`src/hdl/sds_pkg.sv`:
```
package sds_pkg;

  localparam int MAX_REQUESTS = 16;
  localparam int TRACK_BITS   = 10;
  localparam int IDX_W        = (MAX_REQUESTS > 1) ? $clog2(MAX_REQUESTS) : 1;
  localparam int CNT_W        = $clog2(MAX_REQUESTS + 1);
  localparam int DT_W         = TRACK_BITS + 1;
  localparam int SEEK_W       = TRACK_BITS + 1;

  localparam logic [DT_W-1:0] DISK_TRACKS_RST = DT_W'(1 << TRACK_BITS);

  localparam logic KIND_LOAD = 1'b0;
  localparam logic KIND_RUN  = 1'b1;

  typedef logic [TRACK_BITS-1:0] track_t;
  typedef logic [IDX_W-1:0]      idx_t;
  typedef logic [CNT_W-1:0]      cnt_t;
  typedef logic [SEEK_W-1:0]     seek_t;
  typedef logic [DT_W-1:0]       disk_t;

  typedef struct packed {
    logic   wr_en;
    idx_t   wr_addr;
    track_t wr_data;
    logic   rd_en;
    idx_t   rd_addr;
    logic   set_en;
    idx_t   set_idx;
    logic   clr_all;
    idx_t   chk_idx;
  } store_ctl_t;

  typedef struct packed {
    logic   ahead;
    track_t span;
  } dist_res_t;

endpackage

```
`src/hdl/sds_if.sv`:
```
interface sds_item_if;
  logic            valid;
  logic            ready;
  logic            kind;
  sds_pkg::track_t track;
  sds_pkg::track_t start_track;
  logic            start_upward;

  modport source (output valid, kind, track, start_track, start_upward, input ready);
  modport sink   (input valid, kind, track, start_track, start_upward, output ready);
endinterface

interface sds_result_if;
  logic            valid;
  logic            ready;
  sds_pkg::track_t served_track;
  sds_pkg::seek_t  seek_distance;
  logic            is_last;
  logic            none_pending;

  modport source (output valid, served_track, seek_distance, is_last, none_pending,
                  input ready);
  modport sink   (input valid, served_track, seek_distance, is_last, none_pending,
                  output ready);
endinterface

interface sds_cfg_if;
  logic           valid;
  logic           ready;
  sds_pkg::disk_t data;

  modport source (output valid, data, input ready);
  modport sink   (input valid, data, output ready);
endinterface

```
`src/hdl/sds_dist_unit.sv`:
```
module sds_dist_unit (
  input  sds_pkg::track_t    head_i,
  input  sds_pkg::track_t    trk_i,
  input  logic               up_i,
  output sds_pkg::dist_res_t res_o
);

  logic ge;
  logic eq;

  assign ge = (trk_i >= head_i);
  assign eq = (trk_i == head_i);

  always_comb begin
    res_o.ahead = up_i ? ge : (!ge || eq);
    res_o.span  = ge ? (trk_i - head_i) : (head_i - trk_i);
  end

endmodule

```
`src/hdl/sds_req_store.sv`:
```
module sds_req_store (
  input  logic                clk_i,
  input  logic                rst_ni,
  input  sds_pkg::store_ctl_t ctl_i,
  output sds_pkg::track_t     rd_data_o,
  output logic                served_o
);

  sds_pkg::track_t                     mem [sds_pkg::MAX_REQUESTS];
  sds_pkg::track_t                     rd_q;
  logic [sds_pkg::MAX_REQUESTS-1:0]    served_q;

  always_ff @(posedge clk_i) begin
    if (ctl_i.wr_en) begin
      mem[ctl_i.wr_addr] <= ctl_i.wr_data;
    end
    if (ctl_i.rd_en) begin
      rd_q <= mem[ctl_i.rd_addr];
    end
  end

  always_ff @(posedge clk_i or negedge rst_ni) begin
    if (!rst_ni) begin
      served_q <= '0;
    end else if (ctl_i.clr_all) begin
      served_q <= '0;
    end else if (ctl_i.set_en) begin
      served_q[ctl_i.set_idx] <= 1'b1;
    end
  end

  assign rd_data_o = rd_q;
  assign served_o  = served_q[ctl_i.chk_idx];

endmodule

```
`src/hdl/scan_disk_scheduler_unit.sv`:
```
// SCAN disk scheduler.
// item_i carries load and run transactions. A load stores one track request;
// requests past the store depth are dropped and tracks past the last disk
// track are saturated to it. A run sets head and direction and then
// produces one result_o transaction per stored request, in elevator order,
// the final one flagged is_last; a run with no requests gives one result with
// none_pending set. cfg_i writes the track count; the user must do so only at
// idle time, as the block itself does not enforce it. Each service costs one
// scan of the request memory through the shared distance unit, a second scan
// when the head must sweep to an edge and reverse, and a pass through the
// output register. An empty run goes straight to the output register. item_i
// is not ready during a run. When the receiver stalls, the result holds in
// the output register and the scan sequencer waits. Reset empties the request
// store, sets the head to track 0 moving up and the track count to 1024.
module scan_disk_scheduler_unit (
  input  logic                clk_i,
  input  logic                rst_ni,
  sds_item_if.sink            item_i,
  sds_result_if.source        result_o,
  sds_cfg_if.sink             cfg_i
);

  localparam logic [1:0] S_IDLE = 2'd0;
  localparam logic [1:0] S_SCAN = 2'd1;
  localparam logic [1:0] S_EMIT = 2'd2;

  logic [1:0]          state_q, state_d;
  sds_pkg::disk_t      disk_q;
  sds_pkg::cnt_t       count_q, count_d;
  sds_pkg::cnt_t       remain_q, remain_d;
  sds_pkg::cnt_t       issue_q, issue_d;
  logic                cmp_vld_q, cmp_vld_d;
  sds_pkg::idx_t       cmp_idx_q, cmp_idx_d;
  sds_pkg::track_t     head_q, head_d;
  logic                up_q, up_d;
  logic                found_q, found_d;
  sds_pkg::idx_t       best_idx_q, best_idx_d;
  sds_pkg::track_t     best_t_q, best_t_d;
  sds_pkg::track_t     best_d_q, best_d_d;
  sds_pkg::seek_t      acc_q, acc_d;
  logic                out_vld_q, out_vld_d;
  sds_pkg::track_t     out_trk_q, out_trk_d;
  sds_pkg::seek_t      out_seek_q, out_seek_d;
  logic                out_last_q, out_last_d;
  logic                out_none_q, out_none_d;

  sds_pkg::track_t     top;
  sds_pkg::track_t     edge_trk;
  sds_pkg::track_t     rd_data;
  sds_pkg::track_t     rd_trk;
  sds_pkg::track_t     unit_trk;
  logic                served;
  logic                issuing;
  logic                scan_done;
  logic                elig;
  sds_pkg::store_ctl_t ctl;
  sds_pkg::dist_res_t  dres;

  function automatic sds_pkg::track_t clamp_trk(sds_pkg::track_t t, sds_pkg::track_t lim);
    return (t > lim) ? lim : t;
  endfunction

  always_comb begin
    if (disk_q < sds_pkg::disk_t'(2)) begin
      top = sds_pkg::track_t'(1);
    end else if (disk_q > sds_pkg::DISK_TRACKS_RST) begin
      top = '1;
    end else begin
      top = sds_pkg::track_t'(disk_q - sds_pkg::disk_t'(1));
    end
  end

  assign edge_trk  = up_q ? top : '0;
  assign rd_trk    = clamp_trk(rd_data, top);
  assign issuing   = (issue_q < count_q);
  assign scan_done = (state_q == S_SCAN) && !issuing && !cmp_vld_q;
  assign unit_trk  = scan_done ? edge_trk : rd_trk;
  assign elig      = cmp_vld_q && !served && dres.ahead;

  sds_dist_unit u_dist (
    .head_i (head_q),
    .trk_i  (unit_trk),
    .up_i   (up_q),
    .res_o  (dres)
  );

  sds_req_store u_store (
    .clk_i     (clk_i),
    .rst_ni    (rst_ni),
    .ctl_i     (ctl),
    .rd_data_o (rd_data),
    .served_o  (served)
  );

  assign item_i.ready          = (state_q == S_IDLE);
  assign cfg_i.ready           = 1'b1;
  assign result_o.valid        = out_vld_q;
  assign result_o.served_track = out_trk_q;
  assign result_o.seek_distance = out_seek_q;
  assign result_o.is_last      = out_last_q;
  assign result_o.none_pending = out_none_q;

  always_comb begin
    state_d    = state_q;
    count_d    = count_q;
    remain_d   = remain_q;
    issue_d    = issue_q;
    cmp_vld_d  = 1'b0;
    cmp_idx_d  = cmp_idx_q;
    head_d     = head_q;
    up_d       = up_q;
    found_d    = found_q;
    best_idx_d = best_idx_q;
    best_t_d   = best_t_q;
    best_d_d   = best_d_q;
    acc_d      = acc_q;
    out_vld_d  = out_vld_q;
    out_trk_d  = out_trk_q;
    out_seek_d = out_seek_q;
    out_last_d = out_last_q;
    out_none_d = out_none_q;

    ctl         = '0;
    ctl.wr_addr = count_q[sds_pkg::IDX_W-1:0];
    ctl.wr_data = clamp_trk(item_i.track, top);
    ctl.rd_addr = issue_q[sds_pkg::IDX_W-1:0];
    ctl.set_idx = best_idx_q;
    ctl.chk_idx = cmp_idx_q;

    case (state_q)
      S_IDLE: begin
        if (item_i.valid) begin
          if (item_i.kind == sds_pkg::KIND_LOAD) begin
            if (count_q < sds_pkg::cnt_t'(sds_pkg::MAX_REQUESTS)) begin
              ctl.wr_en = 1'b1;
              count_d   = count_q + sds_pkg::cnt_t'(1);
            end
          end else begin
            head_d = clamp_trk(item_i.start_track, top);
            up_d   = item_i.start_upward;
            if (count_q == '0) begin
              out_vld_d  = 1'b1;
              out_trk_d  = '0;
              out_seek_d = '0;
              out_last_d = 1'b0;
              out_none_d = 1'b1;
              state_d    = S_EMIT;
            end else begin
              remain_d = count_q;
              issue_d  = '0;
              found_d  = 1'b0;
              acc_d    = '0;
              state_d  = S_SCAN;
            end
          end
        end
      end
      S_SCAN: begin
        if (issuing) begin
          ctl.rd_en = 1'b1;
          issue_d   = issue_q + sds_pkg::cnt_t'(1);
          cmp_vld_d = 1'b1;
          cmp_idx_d = issue_q[sds_pkg::IDX_W-1:0];
        end
        if (elig && (!found_q || (dres.span < best_d_q))) begin
          found_d    = 1'b1;
          best_idx_d = cmp_idx_q;
          best_t_d   = rd_trk;
          best_d_d   = dres.span;
        end
        if (scan_done) begin
          if (found_q) begin
            out_vld_d  = 1'b1;
            out_trk_d  = best_t_q;
            out_seek_d = acc_q + sds_pkg::seek_t'(best_d_q);
            out_last_d = (remain_q == sds_pkg::cnt_t'(1));
            out_none_d = 1'b0;
            ctl.set_en = 1'b1;
            head_d     = best_t_q;
            remain_d   = remain_q - sds_pkg::cnt_t'(1);
            state_d    = S_EMIT;
          end else begin
            acc_d   = acc_q + sds_pkg::seek_t'(dres.span);
            head_d  = edge_trk;
            up_d    = !up_q;
            issue_d = '0;
          end
        end
      end
      S_EMIT: begin
        if (result_o.ready) begin
          out_vld_d = 1'b0;
          if (out_last_q || out_none_q) begin
            count_d     = '0;
            ctl.clr_all = 1'b1;
            state_d     = S_IDLE;
          end else begin
            issue_d = '0;
            found_d = 1'b0;
            acc_d   = '0;
            state_d = S_SCAN;
          end
        end
      end
      default: begin
        state_d = S_IDLE;
      end
    endcase
  end

  always_ff @(posedge clk_i or negedge rst_ni) begin
    if (!rst_ni) begin
      state_q   <= S_IDLE;
      disk_q    <= sds_pkg::DISK_TRACKS_RST;
      count_q   <= '0;
      remain_q  <= '0;
      issue_q   <= '0;
      cmp_vld_q <= 1'b0;
      head_q    <= '0;
      up_q      <= 1'b1;
      found_q   <= 1'b0;
      out_vld_q <= 1'b0;
    end else begin
      state_q   <= state_d;
      if (cfg_i.valid) begin
        disk_q <= cfg_i.data;
      end
      count_q   <= count_d;
      remain_q  <= remain_d;
      issue_q   <= issue_d;
      cmp_vld_q <= cmp_vld_d;
      head_q    <= head_d;
      up_q      <= up_d;
      found_q   <= found_d;
      out_vld_q <= out_vld_d;
    end
  end

  always_ff @(posedge clk_i) begin
    cmp_idx_q  <= cmp_idx_d;
    best_idx_q <= best_idx_d;
    best_t_q   <= best_t_d;
    best_d_q   <= best_d_d;
    acc_q      <= acc_d;
    out_trk_q  <= out_trk_d;
    out_seek_q <= out_seek_d;
    out_last_q <= out_last_d;
    out_none_q <= out_none_d;
  end

endmodule
```
`src/flat_wrapper.sv`:
```
// flat-port wrapper written by rule: the top's interface ports become plain ports
module scan_disk_scheduler_unit_flat 
  (clk_i, rst_ni, item_i_valid, item_i_kind, item_i_track, item_i_start_track, item_i_start_upward, item_i_ready, result_o_valid, result_o_served_track, result_o_seek_distance, result_o_is_last, result_o_none_pending, result_o_ready, cfg_i_valid, cfg_i_data, cfg_i_ready);
  sds_item_if item_i_i ();
  sds_result_if result_o_i ();
  sds_cfg_if cfg_i_i ();
  input  logic clk_i;
  input  logic rst_ni;
  input wire logic [$bits(item_i_i.valid)-1:0] item_i_valid;
  input wire logic [$bits(item_i_i.kind)-1:0] item_i_kind;
  input wire logic [$bits(item_i_i.track)-1:0] item_i_track;
  input wire logic [$bits(item_i_i.start_track)-1:0] item_i_start_track;
  input wire logic [$bits(item_i_i.start_upward)-1:0] item_i_start_upward;
  output wire logic [$bits(item_i_i.ready)-1:0] item_i_ready;
  output wire logic [$bits(result_o_i.valid)-1:0] result_o_valid;
  output wire logic [$bits(result_o_i.served_track)-1:0] result_o_served_track;
  output wire logic [$bits(result_o_i.seek_distance)-1:0] result_o_seek_distance;
  output wire logic [$bits(result_o_i.is_last)-1:0] result_o_is_last;
  output wire logic [$bits(result_o_i.none_pending)-1:0] result_o_none_pending;
  input wire logic [$bits(result_o_i.ready)-1:0] result_o_ready;
  input wire logic [$bits(cfg_i_i.valid)-1:0] cfg_i_valid;
  input wire logic [$bits(cfg_i_i.data)-1:0] cfg_i_data;
  output wire logic [$bits(cfg_i_i.ready)-1:0] cfg_i_ready;
  assign item_i_i.valid = item_i_valid;
  assign item_i_i.kind = item_i_kind;
  assign item_i_i.track = item_i_track;
  assign item_i_i.start_track = item_i_start_track;
  assign item_i_i.start_upward = item_i_start_upward;
  assign item_i_ready = item_i_i.ready;
  assign result_o_valid = result_o_i.valid;
  assign result_o_served_track = result_o_i.served_track;
  assign result_o_seek_distance = result_o_i.seek_distance;
  assign result_o_is_last = result_o_i.is_last;
  assign result_o_none_pending = result_o_i.none_pending;
  assign result_o_i.ready = result_o_ready;
  assign cfg_i_i.valid = cfg_i_valid;
  assign cfg_i_i.data = cfg_i_data;
  assign cfg_i_ready = cfg_i_i.ready;
  scan_disk_scheduler_unit u_core (.clk_i(clk_i), .rst_ni(rst_ni), .item_i(item_i_i), .result_o(result_o_i), .cfg_i(cfg_i_i));
endmodule
```
`config.mk`:
```
export PLATFORM = sky130hd
export DESIGN_NAME = scan_disk_scheduler_unit_flat
export DESIGN_NICKNAME = d
export VERILOG_FILES = /design/src/hdl/sds_pkg.sv /design/src/hdl/sds_if.sv /design/src/hdl/sds_dist_unit.sv /design/src/hdl/sds_req_store.sv /design/src/hdl/scan_disk_scheduler_unit.sv /design/src/flat_wrapper.sv
export SDC_FILE = /design/constraint.sdc
export NUM_CORES = 1
export LEC_CHECK = 0
export ABC_AREA = 1
export BUFFER_PORTS_ARGS = -buffer_cell sky130_fd_sc_hd__clkbuf_2
export CAP_MARGIN = 20
export CELL_PAD_IN_SITES_DETAIL_PLACEMENT = 0
export CELL_PAD_IN_SITES_GLOBAL_PLACEMENT = 1
export CORE_ASPECT_RATIO = 1.1
export CORE_MARGIN = 2
export CORE_UTILIZATION = 45
export DETAILED_ROUTE_END_ITERATION = 8
export PLACE_DENSITY = 0.8
export SYNTH_ARGS = -nofsm -noshare
export SYNTH_HDL_FRONTEND = slang
export SYNTH_SLANG_ARGS = --single-unit
```
`constraint.sdc`:
```
create_clock -name clk_i -period 12.18 [get_ports clk_i]
set_clock_uncertainty 0.15 [all_clocks]
set_input_delay 1.218 -clock clk_i [delete_from_list [all_inputs] [get_ports clk_i]]
set_output_delay 1.218 -clock clk_i [all_outputs]
set_load 0.1 [all_outputs]
```
# Word-level counts from Yosys, hierarchy flattened
# Memory sizes are Yosys's and may differ from the RTL's. A register that Yosys moved wholly into a read port is not among the register bits.
# Index checks and enable logic that the tools add are counted.
[word_totals]
mem_bits_ro = 0
out_inout_bits = 26
n_memories = 1
mem_bits_rw = 160
regBits = 120
latch_bits = 0
elab_cells = 203
[mem_list]
columns = ["name", "words", "word_bits", "rd", "rd_clocked_by_memory_dff", "write_ports", "line", "text"]
rows = [
  ["u_core.u_store.mem", 16, 10, 1, 1, 1, "sds_req_store.sv:9", "sds_pkg::track_t mem [sds_pkg::MAX_REQUESTS];"],
]
[op_classes]
mux = 111
n_eq_ne = 17
div_mod_pow = 0
add_sub_neg = 8
reduce_logical = 33
shift = 0
bitwise = 1
order_cmp = 12
n_mul = 0
[ops]
columns = ["cell", "count"]
rows = [
  ["10-bit two-way mux", 17],
  ["11-bit two-way mux", 12],
  ["5-bit two-way mux", 18],
  ["1-bit two-way mux", 41],
  ["10-bit case mux with 2 select lines", 2],
  ["11-bit case mux with 3 select lines", 1],
  ["16-bit two-way mux", 2],
  ["10-bit > comparator", 3],
  ["6-bit AND reduction", 4],
  ["11-bit by 10-bit adder with 11-bit output", 2],
  ["11-bit case mux with 2 select lines", 1],
  ["5-bit case mux with 2 select lines", 2],
  ["10-bit subtractor", 2],
  ["2-bit != test (second input constant)", 8],
  ["16-bit bitwise OR", 1],
  ["5-bit case mux with 3 select lines", 1],
  ["7-bit AND reduction", 2],
  ["2-bit two-way mux", 6],
  ["11-bit > comparator (second input constant)", 1],
  ["11-bit by 2-bit < comparator with 1-bit output (second input constant)", 1],
  ["5-bit by 1-bit adder with 5-bit output (second input constant)", 2],
  ["10-bit == test", 1],
  ["10-bit greater-or-equal comparator", 1],
  ["10-bit < comparator", 1],
  ["other kinds (26)", 50],
]

# Logic depth before layout (Yosys ltp)
# Gate-level depths: netlist of run 1.
[depth]
ltp_word = 14
depth_mapped = 44
mapped_depth_nobuf = 42

# Hierarchy
# From an unflattened synthesis of run 1, not the netlist that was laid out.
[hier_totals]
hier_cells = 1928
area_unflattened_um2 = 16478.3
[by_module_without_submodules]
columns = ["mod", "cells_each", "area_each_um2", "seq_area_each_um2", "instances"]
rows = [
  ["sds_req_store", 797, 8107.8, 5505.3, 1],
  ["scan_disk_scheduler_unit", 915, 7191.9, 2915.3, 1],
  ["sds_dist_unit", 216, 1178.6, 0.0, 1],
]

# Worst setup path before layout of run 1
# No wires, ideal clock.
[synth_path]
kind = "register to register"
startpoint = "register u_core.disk_q[3]"
endpoint = "register u_core.best_d_q[0], enable pin"
arrival_time_ns = 5.176
stages_incl_launch_ff = 34
slack_ns = 6.475
path_cell_list = "dfrtp_1 > nor2_2 > nand2_1 > nor2_1 > nand2_2 > buf_6 > nand2_2 > ha_1 > nand2_1 > nor2_1 > o211ai_1 > nand3_1 > nand2_1 > clkbuf_1 > o21ai_1 > o21ai_1 > inv_2 > ha_1 > buf_2 > nand2_1 > nor2_1 > nand3b_1 > nand3_1 > nor2_1 > buf_2 > mux2i_1 > ha_1 > a21oi_1 > o211ai_1 > nand2_1 > nand2_1 > nor2_1 > nand3_1 > inv_1"
[synth_rtl]
columns = ["element", "line", "text"]
rows = [
  ["from (decl)", "scan_disk_scheduler_unit.sv:28", "sds_pkg::disk_t disk_q;"],
  ["from (signal assigned)", "scan_disk_scheduler_unit.sv:214", "disk_q <= sds_pkg::DISK_TRACKS_RST;"],
  ["from (signal assigned)", "scan_disk_scheduler_unit.sv:226", "disk_q <= cfg_i.data;"],
  ["to (signal assigned)", "scan_disk_scheduler_unit.sv:243", "best_d_q <= best_d_d;"],
  ["to (decl)", "scan_disk_scheduler_unit.sv:39", "sds_pkg::track_t best_d_q, best_d_d;"],
]

==> summary.txt, run 1 <==
Worst setup path
  – Crit Reg-Reg Startpoint: u_core.disk_q[0]$_DFFE_PN0P_
  – CP arrival: 7.59 ns
  – Crit. End Element: register
  – Most used cell, CP: nand2_1
  – Worst endpoint required time: 12.21 ns
  – Critical setup path kind: register to register
  – CP Launch Type: register
  – Critical-path maximum fanout: 24
  – Slowest-stage cell, CP: inv_1
  – Worst path bufs/invs: 7
  – Beginning of the critical path: u_core.disk_q[0]$_DFFE_PN0P_
  – Crit path largest cell delay: 0.74 ns
  – Top Family by Delay on Critical Path: simple AND/OR/NAND/NOR gates

Timing
  – Upper clock frequency limit: 132 MHz
  – Slew margin rel.: 26.0%
  – Crit path time final: 7.56 ns
  – Final setup viols: 0
  – Final Hold Viols: 0
  – Fin Setup TNS: 0 ns
  – Final WS setup: 4.62 ns
  – Final Slew Violations: 0
  – Final Cycle Share: 62.1%
  – RSZ-0062 raised after global routing: false
  – Worst slew pin tran: 1.11 ns

Layout
  – P&R area growth vs syn: 12.1%
  – Layout cells sized above 1: 11.9%
  – Final net count: 1831
  – Diodes inserted: 0

Global routing
  – Largest net degree at the start of global routing: 86
  – Number of global-route vias before repair: 11300
  – Total gr overflow: 0
  – First-pass GRT wire length: 61500 µm
  – Antenna violations before repair: 0
  – Global Route Usage Sum: 21.8%

Clock network
  – Hold Buf Count CTS: 0
  – CTS clk-pin slew, worst paths: 0.06 ns
  – CTS Buf Count: 30
  – Max clock buf depth: 3
  – # Post-CTS Setup Buffers: 0
  – CTS tree: yes
  – Post-CTS Resized: 0
  – Clk sink count: 290
  – Clock latency on the worst-skew pair: 0.59 ns
  – Clock root cell: clkbuf_16
  – CTS H-tree depth: 1

Synthesis
  – Post-Synthesis Net Count: 1768
  – Area contributors post-synth: edfxtp_1 45%, dfrtp_1 9.0%, nand2_1 7.6%
  – Yosys warns: 0
  – Syn avg cell area: 9.52 µm²
  – Unique cell type count in the Yosys netlist: 52
  – Synthesized area: 15600 µm²
  – Synthesized instance count: 1635
  – Post-synth top area share: 44.8%
  – Yosys top cell by area: edfxtp_1
  – Register bit total from synthesis: 290
  – Sequential element share of the synthesized area: 54.1%

Floorplanning
  – Core area: 34100 µm²
  – Io pins: 64
  – Die W: 181 µm
  – Die height: 199 µm
  – Initial Utilization: 45.6%
  – # rows: 71
  – Full die area: 36100 µm²

Detailed routing
  – Via count: 11600
  – Post-Route WL: 39200 µm
  – Antenna Violating Nets Remaining: 0
  – Vias per cell: 5.39
  – First DRT Iteration DRCs: 920
  – Pre-antenna DRT Iters: 6
  – Drt wl/cell: 18.2 µm
  – Residual DRC count: 0

Flow run
  – Max-cap viol count: 0

Run status
  – Status: completed

Worst hold path
  – Hold path start: u_core.head_q[9]$_DFFE_PN0P_
  – Hold Crit Class: register to register

Placed design
  – Placer Congestion: 0.860
  – DP HPWL: 28300 µm
  – Setup WS pre-CTS: 4.68 ns
  – I/O Buffers: 62
-- worst reg2reg max path, delay by kind of cell (launching register included) --
kind	cells	cell delay (ns)
AO/OA/AOI/OAI	7	0.92
AND/OR/NAND/NOR	21	3.00
adder cells (fa/ha/maj)	4	1.19
flip-flops	1	0.40
buffers and inverters	7	1.48
-- flip-flops by register name (all words and copies together) (netlist names), 2 cells and up --
register,cells
u_core.u_store.mem,160
u_core.u_store.served_q,16
u_core.acc_q,11
u_core.disk_q,11
u_core.result_o.seek_distance,11
u_core.best_d_q,10
u_core.best_t_q,10
u_core.head_q,10
u_core.result_o.served_track,10
u_core.u_store.rd_data_o,10
u_core.count_q,5
u_core.issue_q,5
u_core.remain_q,5
u_core.best_idx_q,4
u_core.cmp_idx_q,4
u_core.state_q,2
-- path summary, 6_finish.rpt --
check                                                  to  slack (ns)  cells past startpoint
setup / recovery             u_core.best_t_q[3]$_DFFE_PP_        4.62                     39
hold / removal               u_core.head_q[9]$_DFFE_PN0P_        0.34                      2
setup reg to reg             u_core.best_t_q[3]$_DFFE_PP_        4.62                     39
hold reg to reg              u_core.head_q[9]$_DFFE_PN0P_        0.34                      2
max in group asynchronous    u_core.head_q[4]$_DFFE_PN0P_       10.67                      2
min in group asynchronous  u_core.remain_q[2]$_DFFE_PN0P_        0.63                      2
-- layer usage --
layer,vias up,global-route usage [%],wire length (µm)
met3,69,2.80,1850
met5,-,0,0
li1,5751,-,-
met4,0,7.05,1150
met1,5489,27.4,16800
met2,325,39.2,19400
-- final cells by class --
cell class	count	area (µm²)
Tap cell	438	548
Fill cell	3164	16700
Inverter	178	671
Sequential cell	290	8420
Multi-Input combinational cell	1112	6220
Clock inverter	22	314
Timing Repair Buffer	86	497
Clock buffer	34	766
-- through the flow --
stage | cells | hold slack [ns] | utilization, % | instance area [µm²]
floorplan | 1635 | 0.274 | - | 15600
global placement | 2094 | 0.316 | 47.7 | 16300
detailed placement | 2096 | 0.321 | 47.8 | 16300
CTS | 2152 | 0.337 | 50.9 | 17400
global route | 2160 | 0.355 | 51.1 | 17400
finish | 2160 | 0.339 | 51.1 | 17400
-- layout by cell type, fill, tap and decap left out, types with 24 or more instances in the layout --
cell type,n
a21oi_1,82
nand3_1,64
dfrtp_1,54
edfxtp_1,232
nor2_1,219
inv_1,160
o21ai_0,109
clkbuf_2,62
clkbuf_16,30
ha_1,91
nand2_1,314
o32ai_1,24
o21ai_1,30
-- synth_stat cells, drive strengths merged --
library cell and instances:
xor2 12, fa 4, nor2 230, a31oi 4
mux2 1, a21oi 86, o211ai 11, inv 176
clkbuf 32, ha 91, o22ai 3, nand4 17
a2bb2oi 1, clkinv 2, nand3b 3, o21a 4
mux2i 18, a21boi 3, o21ai 146, conb 1
a21o 1, nor4 2, o21bai 8, o221ai 16
o2111ai 3, dfstp 2, o31ai 1, xnor2 2
buf 23, o32ai 24, edfxtp 232, nor3 14
nand2 334, nor3b 1, nand3 71, dfrtp 56
-- cells by family after synthesis --
logic type | after synthesis | share of synthesized area, %
other cells | 1 | 0.0241
compound gates | 311 | 11.9
flops | 290 | 54.1
buf+inv | 233 | 5.89
fa+ha+maj | 95 | 7.83
simple gates | 672 | 18.2
xor+xnor | 14 | 0.788
mux | 19 | 1.23
Power of run 1 is left out: the tool's default activity adds up to more than one toggle a clock period on the data nets, which glitch-free logic cannot reach.
==> inputs of run 2 (changes only) <==
Settings changed: ABC_AREA 1 to 0, PLACE_DENSITY 0.8 to 0.79.
Clock period 12.18 ns to 6.7 ns, I/O delays scaled along.
==> summary.txt, run 2 <==
Layout
  – Final net count: 1433 (was 1831)
  – Cell area after layout: 18000 µm² (was 17400 µm²)
  – Diodes inserted: 0 (unchanged)
  – Area of the multi-input gates: 6370 µm² (was 6220 µm²)
  – Most frequent cells in the layout: 232 x edfxtp_1, 137 x buf_4, 82 x ha_1 (was 314 x nand2_1, 232 x edfxtp_1, 219 x nor2_1)
  – Layout Utilization: 55.4% (was 51.1%)
  – Fillers: 2703 (was 3164)
  – Leading cell type in the layout, fill and taps excluded: edfxtp_1 (was nand2_1)
  – FF+latch area: 8420 µm² (unchanged)
  – Max reg flops: 160 (unchanged)
  – Layout cells sized above 1: 29.8% (was 11.9%)
  – Biggest register: u_core.u_store.mem (unchanged)
  – Top flop regs: u_core.u_store.mem (160), u_core.u_store.served_q (16) (unchanged)
  – P&R area growth vs syn: 20.8% (was 12.1%)

Worst setup path
  – Crit. End Element: register (unchanged)
  – Critical setup path kind: register to register (unchanged)
  – CP Launch Type: register (unchanged)
  – Crit path largest cell delay: 0.50 ns (was 0.74 ns)
  – CP arrival: 7.24 ns (was 7.59 ns)
  – Most used cell, CP: buf_12 (was nand2_1)
  – Slowest-stage cell, CP: or4b_4 (was inv_1)
  – Worst endpoint required time: 6.82 ns (was 12.21 ns)
  – Critical-path maximum fanout: 14 (was 24)

Timing
  – Worst slew pin tran: 1.11 ns (about the same)
  – Final Hold Viols: 0 (unchanged)
  – Final Cycle Share: 106% (was 62.1%)
  – Fin Setup TNS: -10.18 ns (was 0 ns)
  – Final Slew Violations: 0 (unchanged)
  – Upper clock frequency limit: 141 MHz (was 132 MHz)
  – RSZ-0062 raised after global routing: true (was false)
  – Final WS setup: -0.417 ns (was 4.62 ns)
  – Final setup viols: 31 (was 0)
  – Crit path time final: 7.12 ns (was 7.56 ns)
  – Slew margin rel.: 25.1% (was 26.0%)
  – Hold_ws: 0.0880 ns (was 0.339 ns)

Detailed routing
  – Vias per cell: 5.65 (was 5.39)
  – First DRT Iteration DRCs: 724 (was 920)
  – Pre-antenna DRT Iters: 5 (was 6)
  – Drt wl/cell: 20.6 µm (was 18.2 µm)
  – Antenna Violating Nets Remaining: 0 (unchanged)
  – Post-Route WL: 36000 µm (was 39200 µm)
  – Residual DRC count: 0 (unchanged)
  – Via count: 9891 (was 11600)

Synthesis
  – Most common cell in the netlist: edfxtp_1 (was nand2_1)
  – Synthesized area: 14900 µm² (was 15600 µm²)
  – Synthesized instance count: 1103 (was 1635)
  – Yosys warns: 0 (unchanged)
  – Post-Synthesis Net Count: 1236 (was 1768)
  – Post-synth top area share: 46.8% (was 44.8%)
  – Async set or reset register ratio after synthesis: 20.0% (unchanged)
  – Area contributors post-synth: edfxtp_1 47%, dfrtp_1 9.4%, mux4_2 8.2% (was edfxtp_1 45%, dfrtp_1 9.0%, nand2_1 7.6%)
  – Post-synth top flop: edfxtp_1 (unchanged)
  – Sequential element share of the synthesized area: 56.6% (was 54.1%)
  – Syn avg cell area: 13.5 µm² (was 9.52 µm²)
  – Commonest cells post-synth: 232 x edfxtp_1, 91 x ha_1, 75 x nor2_1 (was 314 x nand2_1, 232 x edfxtp_1, 219 x nor2_1)
  – Register bit total from synthesis: 290 (unchanged)
  – Number of flops mapped to enable cells by yosys: 232 (unchanged)
  – Unique cell type count in the Yosys netlist: 73 (was 52)
  – Yosys top cell by area: edfxtp_1 (unchanged)

Clock network
  – Clock root cell: clkbuf_16 (unchanged)
  – CTS H-tree depth: 1 (unchanged)
  – CTS tree: yes (unchanged)
  – CTS clk-pin slew, worst paths: 0.06 ns (about the same)
  – CTS Buf Count: 31 (was 30)
  – Hold Buf Count CTS: 0 (unchanged)
  – Max clock buf depth: 3 (unchanged)
  – Clk sink count: 290 (unchanged)
  – Clock latency on the worst-skew pair: 0.57 ns (was 0.59 ns)

Global routing
  – Total gr overflow: 0 (unchanged)
  – Largest net degree at the start of global routing: 59 (was 86)
  – First-pass GRT wire length: 57100 µm (was 61500 µm)
  – Number of global-route vias before repair: 10300 (was 11300)
  – Antenna violations before repair: 0 (unchanged)
  – Global Route Usage Sum: 21.4% (was 21.8%)

Worst hold path
  – Hold Crit Class: input port to async pin (was register to register)

Floorplanning
  – Die W: 177 µm (was 181 µm)
  – Die height: 195 µm (was 199 µm)
  – Io pins: 64 (unchanged)
  – Core area: 32500 µm² (was 34100 µm²)
  – Full die area: 34500 µm² (was 36100 µm²)
  – Initial Utilization: 45.8% (was 45.6%)
  – # rows: 69 (was 71)

Placed design
  – Placed Area: 16700 µm² (was 16300 µm²)
  – I/O Buffers: 62 (unchanged)
  – DP HPWL: 26600 µm (was 28300 µm)
  – Placer Congestion: 0.890 (was 0.860)

Flow run
  – Max-cap viol count: 0 (unchanged)

Run status
  – Status: complete, but fails checks (was completed)
  – Failing checks: negative setup slack
-- run 2: cell types whose count changed in the layout (fill, tap and decap cells not counted), moves of 22 or more --
cell and change:
a21o_1 +23, inv_1 -102, buf_4 +114, o21ai_0 -71, mux4_2 +54, a21oi_1 -33, nand3_1 -56, nand2_1 -265
and2_1 +25, o21ai_1 -28, o32ai_1 -22, nor2_1 -149
-- run 2: cells by family after synthesis --
logic type               share of synthesized area [%]
AND/OR/NAND/NOR                                   9.24
XOR/XNOR                                          1.53
other                                           0.0252
adder cells (fa/ha/maj)                           8.19
AO/OA/AOI/OAI                                     10.4
flip-flops                                        56.6
buffers and inverters                             2.57
multiplexers                                      11.5
-- run 2: metrics by stage --
step / setup slack (ns) / instances
2_1_floorplan: -0.603 / 1103
3_3_place_gp: -0.325 / 1680
3_5_place_dp: -0.470 / 1680
4_1_cts: -0.327 / 1747
5_1_grt: -0.777 / 1750
6_report: -0.417 / 1750
-- run 2: per-layer routing --
metal  vias to the layer above  track usage [%]  routed length [µm]
met5                         -                0                   0
met4                         0             6.83                1190
met3                        84             2.46                1380
met2                       250             37.5               18300
met1                      4906             27.6               15200
li1                       4651                -                   -
-- run 2: path summary, 6_finish.rpt --
kind,startpoint,end,slack (ns),depth (start not counted)
min reg2reg,u_core.u_store.served_q[11]$_DFFE_PN0P_,u_core.u_store.served_q[11]$_DFFE_PN0P_,0.35,2
max,u_core.disk_q[1]$_DFFE_PN0P_,u_core.best_idx_q[1]$_DFFE_PP_,-0.42,32
min,rst_ni,u_core.disk_q[4]$_DFFE_PN0P_,0.09,2
min in group clk_i,cfg_i_data[0],u_core.disk_q[0]$_DFFE_PN0P_,0.16,3
max in group asynchronous,rst_ni,u_core.issue_q[0]$_DFFE_PN0P_,5.67,2
max reg2reg,u_core.disk_q[1]$_DFFE_PN0P_,u_core.best_idx_q[1]$_DFFE_PP_,-0.42,32
-- run 2: area by class of cell --
| cell class | count | area share [%] |
|---|---|---|
| multi-input cells | 713 | 35.5 |
| flip-flops and latches | 290 | 46.9 |
| inverters | 61 | 1.29 |
| repair buffers | 203 | 7.85 |
| clock inverters | 22 | 1.14 |
| well taps | 426 | 2.97 |
| clock buffers | 35 | 4.40 |
-- run 2: repair_timing --
item / in CTS / in global routing
pin swaps: 7 / 6
cloned: 0 / 0
gates resized for setup: 16 / 10
setup endpoints to repair: 31 / 33
setup buffers: 10 / 1
-- run 2: critical path: cells and delay by family (launching register included) --
family / cells / cell delay [ns]
AOI/OAI and AO/OA: 13 / 2.50
and+or+nand+nor: 6 / 1.38
adders and majority gates: 4 / 1.01
buffers and inverters: 6 / 0.82
DFF: 1 / 0.40
xor gates and xnor gates: 2 / 0.32
muxes: 1 / 0.23
Power of run 2 is left out for the same reason.
